<file path="src/mprf_pkg.sv">
`timescale 1ns / 1ps
package mprf_pkg;

	typedef struct packed {
		logic [1:0] operation;
		logic [7:0] rx_byte;
		logic [5:0] read_index;
	} in_item_t;

	typedef struct packed {
		logic       frame_ready;
		logic       frame_done;
		logic [6:0] fill_position;
		logic [7:0] read_data;
	} out_item_t;

	// operation codes
	localparam logic [1:0] OP_RECEIVE = 2'd0;
	localparam logic [1:0] OP_READ    = 2'd1;
	localparam logic [1:0] OP_CLEAR   = 2'd2;

	// framing codes
	localparam logic [1:0] PROTO_MODBUS = 2'd0;
	localparam logic [1:0] PROTO_HASH   = 2'd1;
	localparam logic [1:0] PROTO_LINE   = 2'd2;
	localparam logic [1:0] PROTO_TILDE  = 2'd3;

	localparam logic [7:0] CH_COLON = 8'h3A;
	localparam logic [7:0] CH_CR    = 8'h0D;
	localparam logic [7:0] CH_LF    = 8'h0A;
	localparam logic [7:0] CH_HASH  = 8'h23;
	localparam logic [7:0] CH_GT    = 8'h3E;
	localparam logic [7:0] CH_TILDE = 8'h7E;

	localparam int TILDE_LEN = 4;

endpackage

</file>
<file path="src/mprf_ram.sv">
`timescale 1ns / 1ps
module mprf_ram #(
	parameter int WIDTH = 8,
	parameter int DEPTH = 64
) (
	input  logic                     clk,
	input  logic                     we,
	input  logic [$clog2(DEPTH)-1:0] waddr,
	input  logic [WIDTH-1:0]         wdata,
	input  logic                     re,
	input  logic [$clog2(DEPTH)-1:0] raddr,
	output logic [WIDTH-1:0]         rdata
);

	logic [WIDTH-1:0] mem_q [DEPTH];

	always_ff @(posedge clk) begin
		if (we) begin
			mem_q[waddr] <= wdata;
		end
		if (re) begin
			rdata <= mem_q[raddr];
		end
	end

endmodule

</file>
<file path="src/multi_protocol_rx_framer.sv">
`timescale 1ns / 1ps
// Receive-side frame assembler. Each beat on the input channel carries an
// operation: store a received byte under the framing chosen by the protocol
// register, read one buffer byte, or clear the sticky frame-ready flag.
// Every input beat yields exactly one output beat with the ready flag, a
// frame-done strobe, the fill position after the beat, and the read byte.
// Throughput is one beat per cycle while the receiver takes each output beat,
// set by the single-stage state update and the one write and one read port
// of the buffer RAM. The read byte comes from the RAM's registered output,
// which the RAM holds while the output beat waits. If the receiver stalls
// (out_ready low with out_valid high), in_ready drops and the pending result
// and RAM output hold until taken. Reset clears the fill count, the ready
// flag, the protocol (Modbus ASCII) and all per-entry valid bits, so every
// buffer byte reads as zero; no clearing pass is needed. The buffer clear on
// overflow in the headerless and tilde framings also works by dropping all
// the valid bits together. The user must write the protocol register
// (cfg_wr_en/cfg_wr_data) only while idle; the block does not enforce it.
module multi_protocol_rx_framer #(
	parameter int BUFFER_DEPTH = 64
) (
	input  logic                clk,
	input  logic                arst_n,
	input  logic                cfg_wr_en,
	input  logic [1:0]          cfg_wr_data,
	input  logic                in_valid,
	output logic                in_ready,
	input  mprf_pkg::in_item_t  in_data,
	output logic                out_valid,
	input  logic                out_ready,
	output mprf_pkg::out_item_t out_data
);

	import mprf_pkg::*;

	localparam int AW = $clog2(BUFFER_DEPTH);
	localparam int CW = $clog2(BUFFER_DEPTH + 1);
	localparam logic [CW-1:0] DEPTH_C = CW'(BUFFER_DEPTH);
	localparam logic [CW-1:0] ONE_C   = CW'(1);
	localparam logic [CW-1:0] TWO_C   = CW'(2);
	localparam logic [CW-1:0] TILDE_C = CW'(TILDE_LEN);

	logic [1:0]              protocol_q;
	logic [CW-1:0]           fill_q;
	logic                    ready_q;
	logic [7:0]              first_q;
	logic [7:0]              last_q;
	logic [BUFFER_DEPTH-1:0] valid_q;

	logic                    v_s1;
	logic                    ready_s1;
	logic                    done_s1;
	logic [6:0]              fill_s1;
	logic                    rd_hit_s1;

	logic                    accept;
	logic                    is_rx;
	logic [7:0]              b;
	logic [7:0]              start_byte;
	logic                    stored;
	logic                    at_zero;
	logic                    clr_ready;
	logic                    clear_on_full;
	logic                    done;
	logic                    term;
	logic                    clear_all;
	logic [CW-1:0]           fill_inc;
	logic [CW-1:0]           cnt;
	logic [7:0]              first_cur;
	logic [CW-1:0]           fill_next;
	logic                    ready_next;
	logic [BUFFER_DEPTH-1:0] valid_next;
	logic [AW-1:0]           wpos;
	logic [AW-1:0]           tpos;
	logic [AW+5:0]           idx_ext;
	logic [AW-1:0]           raddr;
	logic                    rd_in_range;
	logic [7:0]              ram_rdata;

	assign in_ready = !v_s1 || out_ready;
	assign accept   = in_valid && in_ready;
	assign is_rx    = in_data.operation == OP_RECEIVE;
	assign b        = in_data.rx_byte;
	assign fill_inc = fill_q + ONE_C;

	always_comb begin
		stored        = 1'b0;
		at_zero       = 1'b0;
		clr_ready     = 1'b0;
		clear_on_full = 1'b0;
		done          = 1'b0;
		term          = 1'b0;
		cnt           = fill_q;
		start_byte    = (protocol_q == PROTO_MODBUS) ? CH_COLON : CH_HASH;
		unique case (protocol_q)
			PROTO_MODBUS, PROTO_HASH: begin
				// a start byte restarts the frame even mid-frame
				if (b == start_byte) begin
					stored    = 1'b1;
					at_zero   = 1'b1;
					clr_ready = 1'b1;
					cnt       = ONE_C;
				end else if (fill_q != '0) begin
					stored = 1'b1;
					cnt    = fill_inc;
				end
			end
			PROTO_LINE: begin
				clear_on_full = 1'b1;
				if (b != CH_GT && b != CH_LF) begin
					stored    = 1'b1;
					at_zero   = fill_q == '0;
					clr_ready = 1'b1;
					cnt       = fill_inc;
				end
			end
			PROTO_TILDE: begin
				clear_on_full = 1'b1;
				if (b == CH_TILDE && fill_q == '0) begin
					stored    = 1'b1;
					at_zero   = 1'b1;
					clr_ready = 1'b1;
					cnt       = fill_inc;
				end else if (fill_q != '0 && fill_q < TILDE_C) begin
					stored    = 1'b1;
					clr_ready = 1'b1;
					cnt       = fill_inc;
				end
			end
			default: begin
				stored = 1'b0;
			end
		endcase

		// position 0 of this frame; last_q is the byte just before this one
		first_cur = at_zero ? b : first_q;

		if (stored) begin
			unique case (protocol_q)
				PROTO_MODBUS: done = first_cur == CH_COLON && cnt >= TWO_C &&
					last_q == CH_CR && b == CH_LF;
				PROTO_HASH:   done = first_cur == CH_HASH && b == CH_CR;
				PROTO_LINE:   done = b == CH_CR;
				PROTO_TILDE:  done = first_cur == CH_TILDE && cnt == TILDE_C;
				default:      done = 1'b0;
			endcase
		end
		// zero terminator after CR, done by dropping the entry's valid bit
		term = done && protocol_q == PROTO_LINE && cnt < DEPTH_C;
	end

	always_comb begin
		fill_next  = fill_q;
		ready_next = ready_q;
		clear_all  = 1'b0;
		unique case (in_data.operation)
			OP_RECEIVE: begin
				if (stored) begin
					if (done) begin
						ready_next = 1'b1;
						fill_next  = '0;
					end else if (cnt >= DEPTH_C) begin
						ready_next = 1'b0;
						fill_next  = '0;
						clear_all  = clear_on_full;
					end else begin
						fill_next  = cnt;
						ready_next = clr_ready ? 1'b0 : ready_q;
					end
				end
			end
			OP_CLEAR: ready_next = 1'b0;
			default:  ready_next = ready_q;
		endcase
	end

	always_comb begin
		valid_next = valid_q;
		if (is_rx && stored) begin
			if (clear_all) begin
				valid_next = '0;
			end else begin
				valid_next[wpos] = 1'b1;
				if (term) begin
					valid_next[tpos] = 1'b0;
				end
			end
		end
	end

	assign wpos        = at_zero ? '0 : fill_q[AW-1:0];
	assign tpos        = cnt[AW-1:0];
	assign idx_ext     = (AW + 6)'(in_data.read_index);
	assign raddr       = idx_ext[AW-1:0];
	assign rd_in_range = 32'(in_data.read_index) < BUFFER_DEPTH;

	mprf_ram #(
		.WIDTH (8),
		.DEPTH (BUFFER_DEPTH)
	) u_buf (
		.clk   (clk),
		.we    (accept && is_rx && stored),
		.waddr (wpos),
		.wdata (b),
		.re    (accept && in_data.operation == OP_READ),
		.raddr (raddr),
		.rdata (ram_rdata)
	);

	always_ff @(posedge clk or negedge arst_n) begin
		if (!arst_n) begin
			protocol_q <= PROTO_MODBUS;
		end else if (cfg_wr_en) begin
			protocol_q <= cfg_wr_data;
		end
	end

	always_ff @(posedge clk or negedge arst_n) begin
		if (!arst_n) begin
			fill_q  <= '0;
			ready_q <= 1'b0;
			valid_q <= '0;
		end else if (accept) begin
			fill_q  <= fill_next;
			ready_q <= ready_next;
			valid_q <= valid_next;
		end
	end

	always_ff @(posedge clk) begin
		if (accept && is_rx && stored) begin
			last_q <= b;
			if (at_zero) begin
				first_q <= b;
			end
		end
	end

	always_ff @(posedge clk or negedge arst_n) begin
		if (!arst_n) begin
			v_s1 <= 1'b0;
		end else if (in_ready) begin
			v_s1 <= in_valid;
		end
	end

	always_ff @(posedge clk) begin
		if (accept) begin
			ready_s1  <= ready_next;
			done_s1   <= is_rx && done;
			fill_s1   <= 7'(fill_next);
			rd_hit_s1 <= in_data.operation == OP_READ && rd_in_range && valid_q[raddr];
		end
	end

	assign out_valid              = v_s1;
	assign out_data.frame_ready   = ready_s1;
	assign out_data.frame_done    = done_s1;
	assign out_data.fill_position = fill_s1;
	assign out_data.read_data     = rd_hit_s1 ? ram_rdata : 8'h00;

	a_fill_in_range: assert property (@(posedge clk) disable iff (!arst_n)
		fill_q < DEPTH_C)
		else $error("fill count reached buffer depth");

	a_done_resets_fill: assert property (@(posedge clk) disable iff (!arst_n)
		out_valid && out_data.frame_done |->
			out_data.frame_ready && out_data.fill_position == 7'd0)
		else $error("frame done without ready flag or with nonzero fill");

	a_non_rx_keeps_fill: assert property (@(posedge clk) disable iff (!arst_n)
		accept && !is_rx |=> fill_q == $past(fill_q))
		else $error("fill count moved on a non-receive beat");

	a_clear_drops_ready: assert property (@(posedge clk) disable iff (!arst_n)
		accept && in_data.operation == OP_CLEAR |=> !ready_q && !out_data.frame_ready)
		else $error("ready flag survived a clear beat");

endmodule

</file>
<file path="config.mk">
export PLATFORM = sky130hd
export DESIGN_NAME = multi_protocol_rx_framer
export DESIGN_NICKNAME = d
export VERILOG_FILES = /design/src/mprf_pkg.sv /design/src/mprf_ram.sv /design/src/multi_protocol_rx_framer.sv
export SDC_FILE = /design/constraint.sdc
export NUM_CORES = 1
export LEC_CHECK = 0
export ABC_CLOCK_PERIOD_IN_PS = 4700
export BUFFER_PORTS_ARGS = -buffer_cell sky130_fd_sc_hd__clkbuf_2
export CAP_MARGIN = 20
export CORE_MARGIN = 5
export CORE_UTILIZATION = 59
export CTS_CLUSTER_DIAMETER = 80
export DETAILED_ROUTE_END_ITERATION = 8
export HOLD_SLACK_MARGIN = 0.12
export PLACE_DENSITY = 0.75
export SYNTH_ARGS = -nofsm -noshare
export SYNTH_HDL_FRONTEND = slang
export SYNTH_SLANG_ARGS = --single-unit
export TNS_END_PERCENT = 10
</file>
<file path="constraint.sdc">
create_clock -name clk -period 4.7 [get_ports clk]
set_clock_uncertainty 0.2 [all_clocks]
set_input_delay 0.235 -clock clk [delete_from_list [all_inputs] [get_ports clk]]
set_output_delay 0.235 -clock clk [all_outputs]
set_load 0.02 [all_outputs]
</file>
==> out/results.tsv <==
stage	metric	value	unit
job	max_cap viols	0	
placement	gpl congestion	0.921	
layout	Filler Cells Inserted	2846	
synthesis	synth unique cells	74	
global_route	vias in the first global route	14400	
worst_setup_path	CP arrival	4.76	ns
synthesis	mapped cell area	0.0258	mm2
clocking	Clock Sink Count	621	
worst_setup_path	slowest CP cell	nor2_1	
drt	Detailed Route Iter0 Violations	1813	
drt	drt pass-1 iters	5	
drt	WL per Instance	28.7	um
drt	WL final	62.2	mm
synthesis	top-count cell post-synth	edfxtp_1	
placement	hpwl dp	39.3	mm
global_route	All-Layer GR Usage	26.7	%
synthesis	synth top area cells	edfxtp_1, mux4_2, dfrtp_1, nor2_1, nor3_2	
floorplan	die width	219	um
timing	worst-margin pin slew	1.14	ns
synthesis	FFs w/ async S/R, synth	12.1	%
layout	fin cells	2163	
min_path	HP Class	primary input to register	
layout	diode count	0	
worst_setup_path	most frequent CP cell	o211a_1	
clocking	total CTS buffers	60	
synthesis	top cell type by total area after synthesis	edfxtp_1	
global_route	GR Overflow Total	0	
layout	# nets final	1554	
synthesis	top cell type's share of synthesized area	63.7	%
drt	Post-route DRC	0	
floorplan	Die Ht	219	um
timing	Fmax	225	MHz
clocking	root buffer cell	clkbuf_16	
synthesis	register area share after synthesis	70.9	%
timing	setup ws final	0.254	ns
global_route	global-route wire length before repair	93.9	mm
layout	fin area	0.0293	mm2
pwr	leakage power	9.75	nW
worst_setup_path	Crit Path Category	register to register	
timing	TNS Setup	0	ns
placement	pre-CTS WS	0.705	ns
layout	share of layout cells above drive strength 1	29.7	%
global_route	initial antenna violation count	1	
floorplan	I/O pins	42	
worst_setup_path	critical-path cell list	clkinv_1 > ha_1 > or4b_4 > or2_4 > o211a_1 > o211a_1 > nor2_1 > nand3_1 > o221ai_1 > o211ai_1 > dlygate4sd3_1	
global_route	largest net degree at the start of global routing	76	
status	status	finished, final reports clean	
pwr	IR drop worst, VDD	0.347	mV
placement	# port buffers	41	
drt	drt via density	6.52	
worst_setup_path	slowest stage delay, CP	0.73	ns
worst_setup_path	Worst setup EP type	register	
timing	Pins Over Slew Limit	0	
synthesis	yosys warns	0	
synthesis	synthesized area per cell	18.6	um2
pwr	Final Power	12.7	mW
timing	Hold Vio Cnt, Final	0	
timing	final worst-path cycle share	94.6	%
placement	Placed Cells	2029	
clocking	clk_lat worst skew	0.63	ns
pwr	PD cells	434	mW/mm2
floorplan	core area	0.0432	mm2
layout	post-layout util	67.9	%
worst_setup_path	Worst setup SP type	register	
layout	Layout area overhead	13.8	%
clocking	H-tree depth	2	
synthesis	Synth top cells by count	edfxtp_1, mux4_2, nor2_1	
synthesis	synthesized net count	1412	
worst_setup_path	Max Fanout on Critical Path	11	
clocking	Clock Pin Slew Worst Setup and Hold Paths	0.06	ns
placement	dpl cell area	0.0271	mm2
timing	Tmin final	4.45	ns
timing	final setup vio count	0	
clocking	clock buffer depth	3	
timing	Rel. slew slack	23.8	%
worst_setup_path	Bufs and invs on worst path	2	
worst_setup_path	Worst Path Required	5.02	ns
timing	RSZ-0062 raised after global routing	no	
timing	WHS	0.138	ns
floorplan	Initial Util	59.7	%
clocking	setup bufs post-CTS	0	
synthesis	Post-Syn Instances	1387	
synthesis	Primary FF master, synth	edfxtp_1	
synthesis	Yosys reg bits	621	
worst_setup_path	CP top delay family	simple AND/OR/NAND/NOR gates	
drt	DR vias	14100	
clocking	CTS tree	built	
floorplan	die area	0.0479	mm2
drt	Detail Route Antenna Nets	0	
synthesis	Post-synth EDFFs	546	
floorplan	FP Rows	76	
-- layout make-up --
cell class	count	area, um2	share of cell area, %
inverter	10	37.5	0.128
clock inverter	37	379	1.29
sequential	621	18300	62.4
timing repair buffer	156	1210	4.13
multi-input combinational	680	7080	24.2
clock buffer	74	1590	5.44
tap	585	732	2.50
-- power breakdown --
part | switching, mW | internal (mW) | leakage, nW | total (mW)
combinational | 1.05 | 0.591 | 2.86 | 1.64
clock | 2.02 | 2.79 | 0.961 | 4.81
sequential | 0.108 | 6.17 | 5.93 | 6.28
-- cells by family (layout without fill, tap and decap cells) --
family | count (synthesis) | count (layout) | share of synthesized area (%)
fa+ha+maj | 2 | 2 | 0.0971
xor+xnor | 1 | 1 | 0.0340
mux | 192 | 192 | 16.7
simple gates | 381 | 381 | 7.66
compound gates | 104 | 104 | 2.95
buf+inv | 86 | 277 | 1.66
flops | 621 | 621 | 70.9
-- worst paths after layout --
check | startpoint | endpoint | slack [ns] | cells after the start
max | fill_q[1] | ready_q | 0.25 | 11
min | in_data[4] | u_buf.rdata[3] | 0.14 | 2
max reg2reg | fill_q[1] | ready_q | 0.25 | 11
min reg2reg | valid_q[36] | valid_q[36] | 0.31 | 1
max in group asynchronous | arst_n | valid_q[36] | 3.41 | 4
min in group asynchronous | arst_n | out_valid | 0.30 | 3
-- cell usage in the layout, fill, tap and decap left out, types with 8 or more instances in the layout --
cell type / synthesis / routed
nand3_1: 11 / 11
nor2_1: 180 / 180
inv_1: 9 / 9
mux4_2: 189 / 189
clkinv_1: 1 / 13
buf_4: 3 / 90
dfrtp_1: 75 / 75
dlygate4sd3_1: 0 / 21
clkbuf_16: 0 / 60
nand2_1: 49 / 49
nor3_1: 16 / 16
o21ai_0: 17 / 17
and2_1: 14 / 14
a21oi_1: 16 / 16
clkinv_2: 0 / 10
a211oi_1: 15 / 15
nand4_1: 18 / 18
clkbuf_2: 0 / 38
nor4_1: 11 / 8
nor3_2: 35 / 35
clkbuf_1: 40 / 10
edfxtp_1: 546 / 546
-- registers in the layout, indices dropped and copies added (netlist names) --
signal / count
done_s1: 1
fill_q: 7
fill_s1: 7
first_q: 8
last_q: 8
out_valid: 1
protocol_q: 2
rd_hit_s1: 1
ready_q: 1
ready_s1: 1
u_buf.mem_q: 512
u_buf.rdata: 8
valid_q: 64
-- what timing repair did --
item                      4_1_cts  5_1_grt
hold buffers                   20        1
resized for setup               0        0
hold endpoints to repair      247       57
-- layer usage --
| layer | up-vias | wire length, um | GRT usage (%) |
|---|---|---|---|
| met2 | 747 | 30600 | 43.0 |
| met4 | 0 | 1150 | 5.95 |
| met5 | - | 0 | 0 |
| met3 | 76 | 5460 | 4.54 |
| li1 | 5915 | - | - |
| met1 | 7362 | 25000 | 39.6 |
Note: power is estimated with default switching activity, not from simulation.
